[src/hdl/rsa_pkg.sv]
// ----------------------------------------------------------------------------
// rsa_pkg
// Shared types and defaults for the round-trip-time statistics block.
// ----------------------------------------------------------------------------
package rsa_pkg;

    localparam int RTT_BITS_DEF   = 24;
    localparam int COUNT_BITS_DEF = 16;

    typedef enum logic [4:0] {
        S_IDLE,
        S_SQR,
        S_ACC,
        S_AVG_GO,
        S_AVG_W,
        S_D2_MUL,
        S_D2_GO,
        S_D2_W,
        S_D3_GO,
        S_D3_W,
        S_Q_GO,
        S_Q_W,
        S_M_MUL,
        S_SUB,
        S_RT_GO,
        S_RT_W,
        S_DONE
    } t_state;

    typedef enum logic {
        UOP_DIV,
        UOP_SQRT
    } t_unit_op;

    typedef struct packed {
        logic     start;
        t_unit_op op;
    } t_unit_req;

endpackage

[src/hdl/rtt_statistics_accumulator_top.sv]
// ----------------------------------------------------------------------------
// rtt_statistics_accumulator_top
// Running min/max/mean/mdev/EWMA statistics over round-trip-time samples.
// ----------------------------------------------------------------------------
// Usage:
//   Input channel (i_valid / o_stall) carries i_operation and i_rtt_us.
//   Operation 0 folds a sample in (square, then update), no result. Once the
//   count saturates, samples are dropped.
//   Operation 1 reports and clears: one result on the output channel
//   (o_valid / i_stall). With samples present, the mean, two divides for the
//   variance (one divide, then a square and a subtract, once the sum reaches
//   INT_MAX) and one square root run in turn on the shared bit-serial
//   divide/square-root unit.
//   An empty report sets o_no_samples; it loads its result and frees the
//   input in the same cycle, once the output register is free.
//   o_stall is high whenever the sequencer is busy. A finished result sits
//   in the output register; samples may still be taken while it waits, but
//   a following report holds at its end until the receiver takes the first.
//   Reset (synchronous, active low) clears all statistics and both valids.
// ----------------------------------------------------------------------------
module rtt_statistics_accumulator_top #(
    parameter int RTT_BITS   = rsa_pkg::RTT_BITS_DEF,
    parameter int COUNT_BITS = rsa_pkg::COUNT_BITS_DEF
) (
    input  logic        i_clk,
    input  logic        i_rst_n,
    input  logic        i_valid,
    output logic        o_stall,
    input  logic        i_operation,
    input  logic [23:0] i_rtt_us,
    output logic        o_valid,
    input  logic        i_stall,
    output logic [23:0] o_min_rtt_us,
    output logic [23:0] o_max_rtt_us,
    output logic [23:0] o_avg_rtt_us,
    output logic [23:0] o_mdev_rtt_us,
    output logic [26:0] o_ewma_rtt_x8,
    output logic [15:0] o_sample_total,
    output logic        o_no_samples
);

    localparam int SUM_W = RTT_BITS + COUNT_BITS;
    localparam int SQ_W  = 2 * RTT_BITS + COUNT_BITS;
    localparam int MW    = (SUM_W < 31) ? SUM_W : 31;
    localparam int PW    = 2 * MW;
    localparam int DW0   = (PW > SQ_W) ? PW : SQ_W;
    localparam int UW    = DW0 + (DW0 % 2);
    localparam int EW    = RTT_BITS + 3;
    localparam logic [63:0] INT_MAX = 64'd2147483647;
    localparam logic [COUNT_BITS-1:0] COUNT_MAX = '1;

    rsa_pkg::t_state r_state;
    rsa_pkg::t_state n_state;

    logic [RTT_BITS-1:0]   r_rtt;
    logic [RTT_BITS-1:0]   r_min;
    logic [RTT_BITS-1:0]   r_max;
    logic                  r_ext_valid;
    logic [SUM_W-1:0]      r_sum;
    logic [SQ_W-1:0]       r_sumsq;
    logic [COUNT_BITS-1:0] r_count;
    logic [EW-1:0]         r_ewma;
    logic [PW-1:0]         r_prod;
    logic [UW-1:0]         r_t;
    logic [RTT_BITS-1:0]   r_mean;
    logic [23:0]           r_mdev;
    logic                  r_empty;

    logic        r_out_valid;
    logic [23:0] r_o_min;
    logic [23:0] r_o_max;
    logic [23:0] r_o_avg;
    logic [23:0] r_o_mdev;
    logic [26:0] r_o_ewma;
    logic [15:0] r_o_count;
    logic        r_o_empty;

    rsa_pkg::t_unit_req w_req;
    logic [UW-1:0]      w_arg;
    logic               w_done;
    logic [UW-1:0]      w_result;
    logic [MW-1:0]      w_mul_a;
    logic [PW-1:0]      w_prod;
    logic [EW:0]        w_ewma_next;
    logic               w_in_xfer;
    logic               w_load;
    logic               w_small_sum;

    rsa_unit #(
        .UW  (UW),
        .DVW (COUNT_BITS)
    ) u_unit (
        .i_clk    (i_clk),
        .i_rst_n  (i_rst_n),
        .i_req    (w_req),
        .i_arg    (w_arg),
        .i_div    (r_count),
        .o_done   (w_done),
        .o_result (w_result)
    );

    assign w_in_xfer   = i_valid && !o_stall;
    assign w_load      = (r_state == rsa_pkg::S_DONE) && (!r_out_valid || !i_stall);
    assign w_small_sum = (64'(r_sum) < INT_MAX);
    assign w_prod      = PW'(w_mul_a) * PW'(w_mul_a);
    assign w_ewma_next = {1'b0, r_ewma} + (EW+1)'(r_rtt) - (EW+1)'(r_ewma >> 3);

    // next state
    always_comb begin
        n_state = r_state;
        case (r_state)
            rsa_pkg::S_IDLE: begin
                if (w_in_xfer) begin
                    if (!i_operation) begin
                        if (r_count != COUNT_MAX) n_state = rsa_pkg::S_SQR;
                    end else if (r_count == '0) begin
                        n_state = rsa_pkg::S_DONE;
                    end else begin
                        n_state = rsa_pkg::S_AVG_GO;
                    end
                end
            end
            rsa_pkg::S_SQR:    n_state = rsa_pkg::S_ACC;
            rsa_pkg::S_ACC:    n_state = rsa_pkg::S_IDLE;
            rsa_pkg::S_AVG_GO: n_state = rsa_pkg::S_AVG_W;
            rsa_pkg::S_AVG_W: begin
                if (w_done) n_state = w_small_sum ? rsa_pkg::S_D2_MUL : rsa_pkg::S_Q_GO;
            end
            rsa_pkg::S_D2_MUL: n_state = rsa_pkg::S_D2_GO;
            rsa_pkg::S_D2_GO:  n_state = rsa_pkg::S_D2_W;
            rsa_pkg::S_D2_W:   if (w_done) n_state = rsa_pkg::S_D3_GO;
            rsa_pkg::S_D3_GO:  n_state = rsa_pkg::S_D3_W;
            rsa_pkg::S_D3_W:   if (w_done) n_state = rsa_pkg::S_RT_GO;
            rsa_pkg::S_Q_GO:   n_state = rsa_pkg::S_Q_W;
            rsa_pkg::S_Q_W:    if (w_done) n_state = rsa_pkg::S_M_MUL;
            rsa_pkg::S_M_MUL:  n_state = rsa_pkg::S_SUB;
            rsa_pkg::S_SUB:    n_state = rsa_pkg::S_RT_GO;
            rsa_pkg::S_RT_GO:  n_state = rsa_pkg::S_RT_W;
            rsa_pkg::S_RT_W:   if (w_done) n_state = rsa_pkg::S_DONE;
            rsa_pkg::S_DONE:   if (w_load) n_state = rsa_pkg::S_IDLE;
            default:           n_state = rsa_pkg::S_IDLE;
        endcase
    end

    // sequencer outputs: unit launch, operand and multiplier selects
    always_comb begin
        w_req.start = 1'b0;
        w_req.op    = rsa_pkg::UOP_DIV;
        w_arg       = '0;
        w_mul_a     = MW'(r_rtt);
        o_stall     = (r_state != rsa_pkg::S_IDLE);
        case (r_state)
            rsa_pkg::S_AVG_GO: begin
                w_req.start = 1'b1;
                w_arg       = UW'(r_sum);
            end
            rsa_pkg::S_D2_GO: begin
                w_req.start = 1'b1;
                w_arg       = UW'(r_prod);
            end
            rsa_pkg::S_D3_GO: begin
                w_req.start = 1'b1;
                w_arg       = r_t;
            end
            rsa_pkg::S_Q_GO: begin
                w_req.start = 1'b1;
                w_arg       = UW'(r_sumsq);
            end
            rsa_pkg::S_RT_GO: begin
                w_req.start = 1'b1;
                w_req.op    = rsa_pkg::UOP_SQRT;
                w_arg       = r_t;
            end
            rsa_pkg::S_D2_MUL: w_mul_a = r_sum[MW-1:0];
            rsa_pkg::S_M_MUL:  w_mul_a = MW'(r_mean);
            default: ;
        endcase
    end

    always_ff @(posedge i_clk) begin
        if (!i_rst_n) begin
            r_state     <= rsa_pkg::S_IDLE;
            r_out_valid <= 1'b0;
            r_ext_valid <= 1'b0;
            r_min       <= '0;
            r_max       <= '0;
            r_sum       <= '0;
            r_sumsq     <= '0;
            r_count     <= '0;
            r_ewma      <= '0;
            r_empty     <= 1'b0;
        end else begin
            r_state <= n_state;
            if (w_load) r_out_valid <= 1'b1;
            else if (r_out_valid && !i_stall) r_out_valid <= 1'b0;
            case (r_state)
                rsa_pkg::S_IDLE: begin
                    if (w_in_xfer) begin
                        r_rtt   <= i_rtt_us[RTT_BITS-1:0];
                        r_empty <= (r_count == '0);
                    end
                end
                rsa_pkg::S_SQR: r_prod <= w_prod;
                rsa_pkg::S_ACC: begin
                    if (!r_ext_valid || r_rtt < r_min) r_min <= r_rtt;
                    if (!r_ext_valid || r_rtt > r_max) r_max <= r_rtt;
                    r_ext_valid <= 1'b1;
                    r_sum       <= r_sum + SUM_W'(r_rtt);
                    r_sumsq     <= r_sumsq + SQ_W'(r_prod);
                    r_count     <= r_count + 1'b1;
                    if (r_ewma == '0) r_ewma <= EW'({r_rtt, 3'b000});
                    else              r_ewma <= w_ewma_next[EW-1:0];
                end
                rsa_pkg::S_AVG_W:  if (w_done) r_mean <= w_result[RTT_BITS-1:0];
                rsa_pkg::S_D2_MUL: r_prod <= w_prod;
                rsa_pkg::S_D2_W:   if (w_done) r_t <= UW'(r_sumsq) - w_result;
                rsa_pkg::S_D3_W:   if (w_done) r_t <= w_result;
                rsa_pkg::S_Q_W:    if (w_done) r_t <= w_result;
                rsa_pkg::S_M_MUL:  r_prod <= w_prod;
                rsa_pkg::S_SUB:    r_t <= r_t - UW'(r_prod);
                rsa_pkg::S_RT_W:   if (w_done) r_mdev <= 24'(w_result);
                rsa_pkg::S_DONE: begin
                    if (w_load) begin
                        r_o_empty   <= r_empty;
                        if (r_empty) begin
                            r_o_min   <= '0;
                            r_o_max   <= '0;
                            r_o_avg   <= '0;
                            r_o_mdev  <= '0;
                            r_o_ewma  <= '0;
                            r_o_count <= '0;
                        end else begin
                            r_o_min   <= 24'(r_min);
                            r_o_max   <= 24'(r_max);
                            r_o_avg   <= 24'(r_mean);
                            r_o_mdev  <= r_mdev;
                            r_o_ewma  <= 27'(r_ewma);
                            r_o_count <= 16'(r_count);
                        end
                        // clear statistics for the next window
                        r_ext_valid <= 1'b0;
                        r_min       <= '0;
                        r_max       <= '0;
                        r_sum       <= '0;
                        r_sumsq     <= '0;
                        r_count     <= '0;
                        r_ewma      <= '0;
                    end
                end
                default: ;
            endcase
        end
    end

    assign o_valid        = r_out_valid;
    assign o_min_rtt_us   = r_o_min;
    assign o_max_rtt_us   = r_o_max;
    assign o_avg_rtt_us   = r_o_avg;
    assign o_mdev_rtt_us  = r_o_mdev;
    assign o_ewma_rtt_x8  = r_o_ewma;
    assign o_sample_total = r_o_count;
    assign o_no_samples   = r_o_empty;

`ifndef SYNTHESIS
    a_unit_quiet_idle: assert property (@(posedge i_clk) disable iff (!i_rst_n)
        (r_state == rsa_pkg::S_IDLE) |-> !w_done)
        else $error("arith unit finished while sequencer idle");

    a_extremes_order: assert property (@(posedge i_clk) disable iff (!i_rst_n)
        r_ext_valid |-> (r_min <= r_max))
        else $error("minimum above maximum");

    a_empty_report: assert property (@(posedge i_clk) disable iff (!i_rst_n)
        (o_valid && o_no_samples) |-> (o_sample_total == '0 && o_ewma_rtt_x8 == '0))
        else $error("empty report carries data");

    a_count_after_acc: assert property (@(posedge i_clk) disable iff (!i_rst_n)
        (r_state == rsa_pkg::S_ACC) |=> (r_count != '0 && r_ext_valid))
        else $error("sample update lost");
`endif

endmodule

[src/hdl/rsa_unit.sv]
// ----------------------------------------------------------------------------
// rsa_unit
// Shared bit-serial unit: restoring divide (one quotient bit per cycle) or
// floor square root (one root bit per cycle) on one subtract/compare.
// ----------------------------------------------------------------------------
module rsa_unit #(
    parameter int UW  = 64,
    parameter int DVW = 16
) (
    input  logic               i_clk,
    input  logic               i_rst_n,
    input  rsa_pkg::t_unit_req i_req,
    input  logic [UW-1:0]      i_arg,
    input  logic [DVW-1:0]     i_div,
    output logic               o_done,
    output logic [UW-1:0]      o_result
);

    localparam int HW = UW / 2;
    localparam int RW = HW + 2;
    localparam int CW = $clog2(UW + 1);

    logic              r_busy;
    logic              r_done;
    rsa_pkg::t_unit_op r_op;
    logic [CW-1:0]     r_cnt;
    logic [UW-1:0]     r_val;
    logic [RW-1:0]     r_rem;
    logic [HW-1:0]     r_root;
    logic [DVW-1:0]    r_div;

    logic [RW-1:0] w_shift;
    logic [RW-1:0] w_trial;
    logic [RW-1:0] w_diff;
    logic          w_ge;

    always_comb begin
        if (r_op == rsa_pkg::UOP_SQRT) begin
            w_shift = {r_rem[RW-3:0], r_val[UW-1:UW-2]};
            w_trial = {r_root, 2'b01};
        end else begin
            w_shift = {r_rem[RW-2:0], r_val[UW-1]};
            w_trial = RW'(r_div);
        end
        w_ge   = (w_shift >= w_trial);
        w_diff = w_shift - w_trial;
    end

    always_ff @(posedge i_clk) begin
        if (!i_rst_n) begin
            r_busy <= 1'b0;
            r_done <= 1'b0;
            r_op   <= rsa_pkg::UOP_DIV;
            r_cnt  <= '0;
        end else begin
            r_done <= 1'b0;
            if (i_req.start) begin
                r_busy <= 1'b1;
                r_op   <= i_req.op;
                r_val  <= i_arg;
                r_rem  <= '0;
                r_root <= '0;
                r_div  <= i_div;
                r_cnt  <= (i_req.op == rsa_pkg::UOP_SQRT) ? CW'(HW) : CW'(UW);
            end else if (r_busy) begin
                r_rem <= w_ge ? w_diff : w_shift;
                if (r_op == rsa_pkg::UOP_SQRT) begin
                    r_val  <= {r_val[UW-3:0], 2'b00};
                    r_root <= {r_root[HW-2:0], w_ge};
                end else begin
                    r_val <= {r_val[UW-2:0], w_ge};
                end
                r_cnt <= r_cnt - 1'b1;
                if (r_cnt == CW'(1)) begin
                    r_busy <= 1'b0;
                    r_done <= 1'b1;
                end
            end
        end
    end

    assign o_done   = r_done;
    assign o_result = (r_op == rsa_pkg::UOP_SQRT) ? UW'(r_root) : r_val;

endmodule
[config.mk]
export PLATFORM = sky130hd
export DESIGN_NAME = rtt_statistics_accumulator_top
export DESIGN_NICKNAME = d
export VERILOG_FILES = /design/src/hdl/rsa_pkg.sv /design/src/hdl/rtt_statistics_accumulator_top.sv /design/src/hdl/rsa_unit.sv
export SDC_FILE = /design/constraint.sdc
export NUM_CORES = 2
export LEC_CHECK = 0
export ABC_AREA = 1
export BUFFER_PORTS_ARGS = -buffer_cell sky130_fd_sc_hd__clkbuf_2
export CORE_MARGIN = 3
export CORE_UTILIZATION = 60
export DETAILED_ROUTE_END_ITERATION = 8
export GPL_TIMING_DRIVEN = 0
export PLACE_DENSITY_LB_ADDON = 0.2
export SKIP_LAST_GASP = 1
export SLEW_MARGIN = 20
export SYNTH_ARGS = -nofsm -noshare
export SYNTH_HDL_FRONTEND = slang
export SYNTH_SLANG_ARGS = --single-unit
[constraint.sdc]
create_clock -name i_clk -period 10.15 [get_ports i_clk]
set_input_delay 2.03 -clock i_clk [delete_from_list [all_inputs] [get_ports i_clk]]
set_output_delay 2.03 -clock i_clk [all_outputs]
set_load 0.01 [all_outputs]
* After elaboration in Yosys (flattened, before gate mapping)
Index checks and enable logic that the tools add are counted.
** Word-level totals
- Bits in registers :: 696
- Bits of input ports :: 29
- Output and inout port bits :: 142
** Cells by class
- Add/subtract/negate cells :: 9
- Multipliers :: 1
- $lt $le $gt $ge :: 4
- Equal/unequal tests :: 29
- Muxes and demuxes :: 54
- Bitwise operators :: 2
- Reductions and logical operators :: 38
** Operators by type and width (number)
- $mux 64 :: 7
- $pmux 64 s4 :: 1
- $pmux 64 s3 :: 1
- $pmux 64 s2 :: 1
- $pmux 24 s2 :: 2
- $pmux 40 s2 :: 1
- $pmux 5 s16 :: 1
- $mux 24 :: 3
- $mux 34 :: 2
- $mux 33 :: 2
- $add 64x62->64 :: 1
- $mux 32 :: 2
- $sub 64x62->64 :: 1
- $sub 64x64->64 :: 1
- $mul 31x31->62 :: 1
- $pmux 31 s2 :: 1
- $mux 27 :: 2
- $pmux 27 s2 :: 1
- $mux 5 :: 10
- $add 40x24->40 :: 1
- $eq 5x4->1 const B :: 8
- $lt 40x31->1 const B :: 1
- $mux 40 :: 1
- $ge 34x34->1 :: 1
- other kinds (39) :: 84

* Longest topological paths before layout
- Word-level depth :: 5
- Mapped depth :: 42

* Modules after synthesis
From an unflattened synthesis, not the netlist that was laid out.
** Second synthesis, totals
- Cells, all modules :: 11689
- Area total of the unflattened synthesis :: 82716.8 µm²
** By module, submodules not included
- rtt_statistics_accumulator_top :: times used 1, cells an instance 10189, area each 71851.4 µm², sequential area each 14183.6 µm²
- rsa_unit :: times used 1, cells an instance 1500, area each 10865.4 µm², sequential area each 4554.4 µm²

* Worst setup path before layout
Ideal clock, no wire load.
- Kind :: input to register
- From :: input port i_rst_n
- To :: register r_o_avg[0] (netlist: o_avg_rtt_us[0]) (enable)
- Arrival time :: 8.541 ns
- Path slack :: 0.967 ns
- Stages on the path :: 5
- Path buffers :: 3
- Cells stage by stage :: clkbuf_1 -> inv_1 -> clkbuf_1 -> clkbuf_1 -> nor2_1
** Between the ends
- Longest elaborated chain between the ends :: 1
** Ends and longest elaborated chain
- from (decl) :: RTL line rtt_statistics_accumulator_top.sv:26 : input logic i_rst_n,
- $reduce_and 3->1 (no source line)
- to (signal assigned) :: RTL line rtt_statistics_accumulator_top.sv:235 : r_o_avg <= 24'(r_mean);
- to (decl) :: RTL line rtt_statistics_accumulator_top.sv:72 : logic [23:0] r_o_avg;
Every way passes these cells.
A chain may end at the register's enable or synchronous reset.

* Final worst setup path
- From :: register r_state[2]
- To :: register r_prod[59] (data pin)
** Between the ends
- Longest elaborated chain between the ends :: 3
- Elaborated cells between the ends (all ways) :: 4
- Classes of those cells :: mul (1); eq/ne (2); mux (1)
** Ends and longest elaborated chain
- from (decl) :: RTL line rtt_statistics_accumulator_top.sv:52 : rsa_pkg::t_state r_state;
- from (signal assigned) :: RTL line rtt_statistics_accumulator_top.sv:182 : r_state <= rsa_pkg::S_IDLE;
- from (signal assigned) :: RTL line rtt_statistics_accumulator_top.sv:193 : r_state <= n_state;
- $eq 5x4->1 / $eq 5x3->1 (equally long branches) :: RTL line rtt_statistics_accumulator_top.sv:152 : case (r_state)
- $pmux 31 s2 * :: RTL line rtt_statistics_accumulator_top.sv:152
- $mul 31x31->62 * :: RTL line rtt_statistics_accumulator_top.sv:105 : assign w_prod = PW'(w_mul_a) * PW'(w_mul_a);
- net w_prod[59] :: RTL line rtt_statistics_accumulator_top.sv:83 : logic [PW-1:0] w_prod;
- to (signal assigned) :: RTL line rtt_statistics_accumulator_top.sv:203 : rsa_pkg::S_SQR: r_prod <= w_prod;
- to (signal assigned) :: RTL line rtt_statistics_accumulator_top.sv:215 : rsa_pkg::S_D2_MUL: r_prod <= w_prod;
- to (signal assigned) :: RTL line rtt_statistics_accumulator_top.sv:219 : rsa_pkg::S_M_MUL: r_prod <= w_prod;
- to (decl) :: RTL line rtt_statistics_accumulator_top.sv:63 : logic [PW-1:0] r_prod;
The timed path passes the listed nets; every way through them passes the cells marked *.

==> impl_metrics.ini <==
[run_status]
status = finished, violations left
violations = DRC

[yosys]
yosysMostFrequentCell = nand2_1
synth_top_flop_cell = edfxtp_1
synth_commonest_cells = nand2_1 (2720), inv_1 (2523), nor2_1 (1343)
async_flop_share_pct = 0
synth_fp_nets = 12700
yosys_warnings = 0
yosys-top-cells-area = fa_1 (19%), edfxtp_1 (18%), nand2_1 (13%)
netlist.area_leader.share_pct = 19.1
synth_edf_count = 482
synth_seq_cells = 695
avgSynthCellArea_um2 = 7.18
ys_seq_area_share_pct = 23.1
netlist_area_mm2 = 0.0813
synth_cell_types = 56
synth_largest_area_cell = fa_1
postSynthCellCount = 11300

[grt]
top_usage_layer = met2
grt_max_degree = 42
grt_use_met3_pct = 19.9
grt_usage_pct = 48.9
grt-ovfl-total = 0
grt_pass1_vias = 80700
grt_pass1_wl_mm = 506
use_met1_pct = 60.3
met2_usage_pct = 70.6
antenna_found_initial = 21

[clock_network]
cts_tree = done
clock_sinks = 695
htree_levels = 3
cts_buffers = 80
postCtsSetupBuffers = 0
clkLatencyLatePin_ns = 0.72
cts_resized = 0
root_buffer = clkbuf_16
clk_path_buf_depth = 3
hold_buffers = 0
clk_pin_slew_ns = 0.07

[timing]
rsz0062_at_grt = no
relSlewSlack_pct = 10.7
setup_viol = 0
worst_slew_pin_slew_ns = 1.33
finalCritPeriodShare_pct = 99.2
min_period_ns = 10.07
hold_viol_final = 0
fmax_mhz = 99.3
clock_skew_ns = 0.0544
final_max_slew_viol_count = 0

[route]
drt_iter0_drc = 12900
vias_per_cell = 6.17
routed_wl_mm = 349
vias = 83000
dr.pass1.iters = 9
drt_drc_violations_left = 3
drtAntennaViolNets = 0
avgRoutedWirePerCell_um = 25.9

[critical_path]
cp_data_arrival_time_ns = 10.52
slowest_delay_ns = 1.03
cp-end-kind = register
crit_path_frequent_cell = fa_1
slowest_stage = clkinv_1
worstSetupPathType = reg2reg
cp-start-kind = register
crit_required_ns = 10.61
rr_worst_depth = 30
cp_max_fo = 10

[placed_design]
hpwlAfterDp_mm = 283
io_buffer_count = 169
place_area_mm2 = 0.0847
gp_congestion = 1.12

[floorplanning]
row_count = 134
die_h_um = 374
die_w_um = 374
io_pins = 171
core_area_mm2 = 0.134
start_util_pct = 60.7
die_area_mm2 = 0.140

[worst_hold_path]
hp-class = reg2reg
whs_path_depth = 2

[flow_run]
maxCapViolCount = 0

[cells_and_area]
drive_gt1_share_pct = 4.63
final_area_mm2 = 0.0876
nNetsFinal = 13000
areaGrowthSynthToFinish_pct = 7.75
==> routing by layer <==
layer / vias to the layer above / wire length, um
met3: 1817 / 55700
met5: - / 164
met1: 38500 / 122000
met4: 18 / 29400
li1: 35800 / -
met2: 6865 / 141000
==> critical path, delay by kind of cell (launching register included) <==
family                     cells  cell delay (ns)
buffers and inverters          8             1.88
adders and majority gates      9             4.80
DFF                            1             0.34
and+or+nand+nor                6             0.44
AOI/OAI and AO/OA              7             2.35
==> worst paths after layout <==
| kind | slack (ns) | start | end |
|---|---|---|---|
| worst max-delay path | 0.08 | r_state[2]$_SDFFE_PN0P_ | r_prod[59]$_DFFE_PP_ |
| worst min-delay path | 0.48 | r_ewma[2]$_SDFFE_PN0P_ | r_ewma[2]$_SDFFE_PN0P_ |
| worst max register to register | 0.08 | r_state[2]$_SDFFE_PN0P_ | r_prod[59]$_DFFE_PP_ |
| worst min register to register | 0.48 | r_ewma[2]$_SDFFE_PN0P_ | r_ewma[2]$_SDFFE_PN0P_ |
==> through the flow <==
stage	TNS (ns)	setup slack [ns]	utilization (%)	std cells	hold slack [ns]
2_1_floorplan	0	0.967	-	11300	0.406
3_3_place_gp	-348.80	-2.29	62.9	13300	0.423
3_5_place_dp	0	0.717	63.2	13300	0.425
4_1_cts	0	0.697	65.3	13400	0.474
5_1_grt	0	0.0512	65.4	13400	0.502
6_report	0	0.0842	65.4	13400	0.477
==> layout by cell type (no fill, tap or decap), drive strengths merged, types with 13 or more instances in the layout <==
cell	netlist	routed
xor2	88	88
nor3	97	97
nand2	2725	2725
edfxtp	482	482
o21a	18	18
clkinv	6	37
a21o	16	16
a221oi	41	41
nand3b	55	55
nand3	486	486
ha	586	586
nor2	1356	1356
inv	2555	2562
o21bai	47	47
o211ai	40	40
o21ai	393	393
a21boi	15	15
o221ai	37	37
xnor2	26	26
buf	128	151
nor4	23	23
a21oi	764	764
bufinv	0	13
dfxtp	213	213
a22oi	30	30
nand4	74	74
or2	18	18
o22ai	60	60
fa	775	775
clkbuf	138	402
==> kinds of logic (layout without fill, tap and decap cells) <==
| group | after synthesis | count (layout) | share of synthesized area [%] |
|---|---|---|---|
| and+or+nand+nor | 4845 | 4845 | 24.0 |
| buffers and inverters | 2827 | 3168 | 13.3 |
| other | 0 | 8 | 0 |
| AOI/OAI and AO/OA | 1483 | 1483 | 10.3 |
| xor gates and xnor gates | 114 | 114 | 1.23 |
| adders and majority gates | 1361 | 1361 | 28.1 |
| muxes | 1 | 1 | 0.0123 |
| DFF | 695 | 695 | 23.1 |
==> registers in the layout (all words and copies together), names as in the netlist, 32 cells and up <==
signal	cells
u_unit.r_root	32
r_t	64
u_unit.r_rem	33
u_unit.r_val	64
r_sum	40
r_sumsq	64
r_prod	61
==> layout make-up <==
cell class / instances / area, um2
multi-input cells: 7804 / 51800
diodes: 8 / 20.0
plain buffers: 266 / 1170
flip-flops and latches: 695 / 18700
clock buffers: 95 / 2110
clock inverters: 54 / 722
fillers: 11400 / 46400
repair buffers: 192 / 1180
well taps: 1768 / 2210
inverters: 2561 / 9610
Power is left out: the tool's default activity adds up to more than one toggle a clock period on the data nets, which glitch-free logic cannot reach.
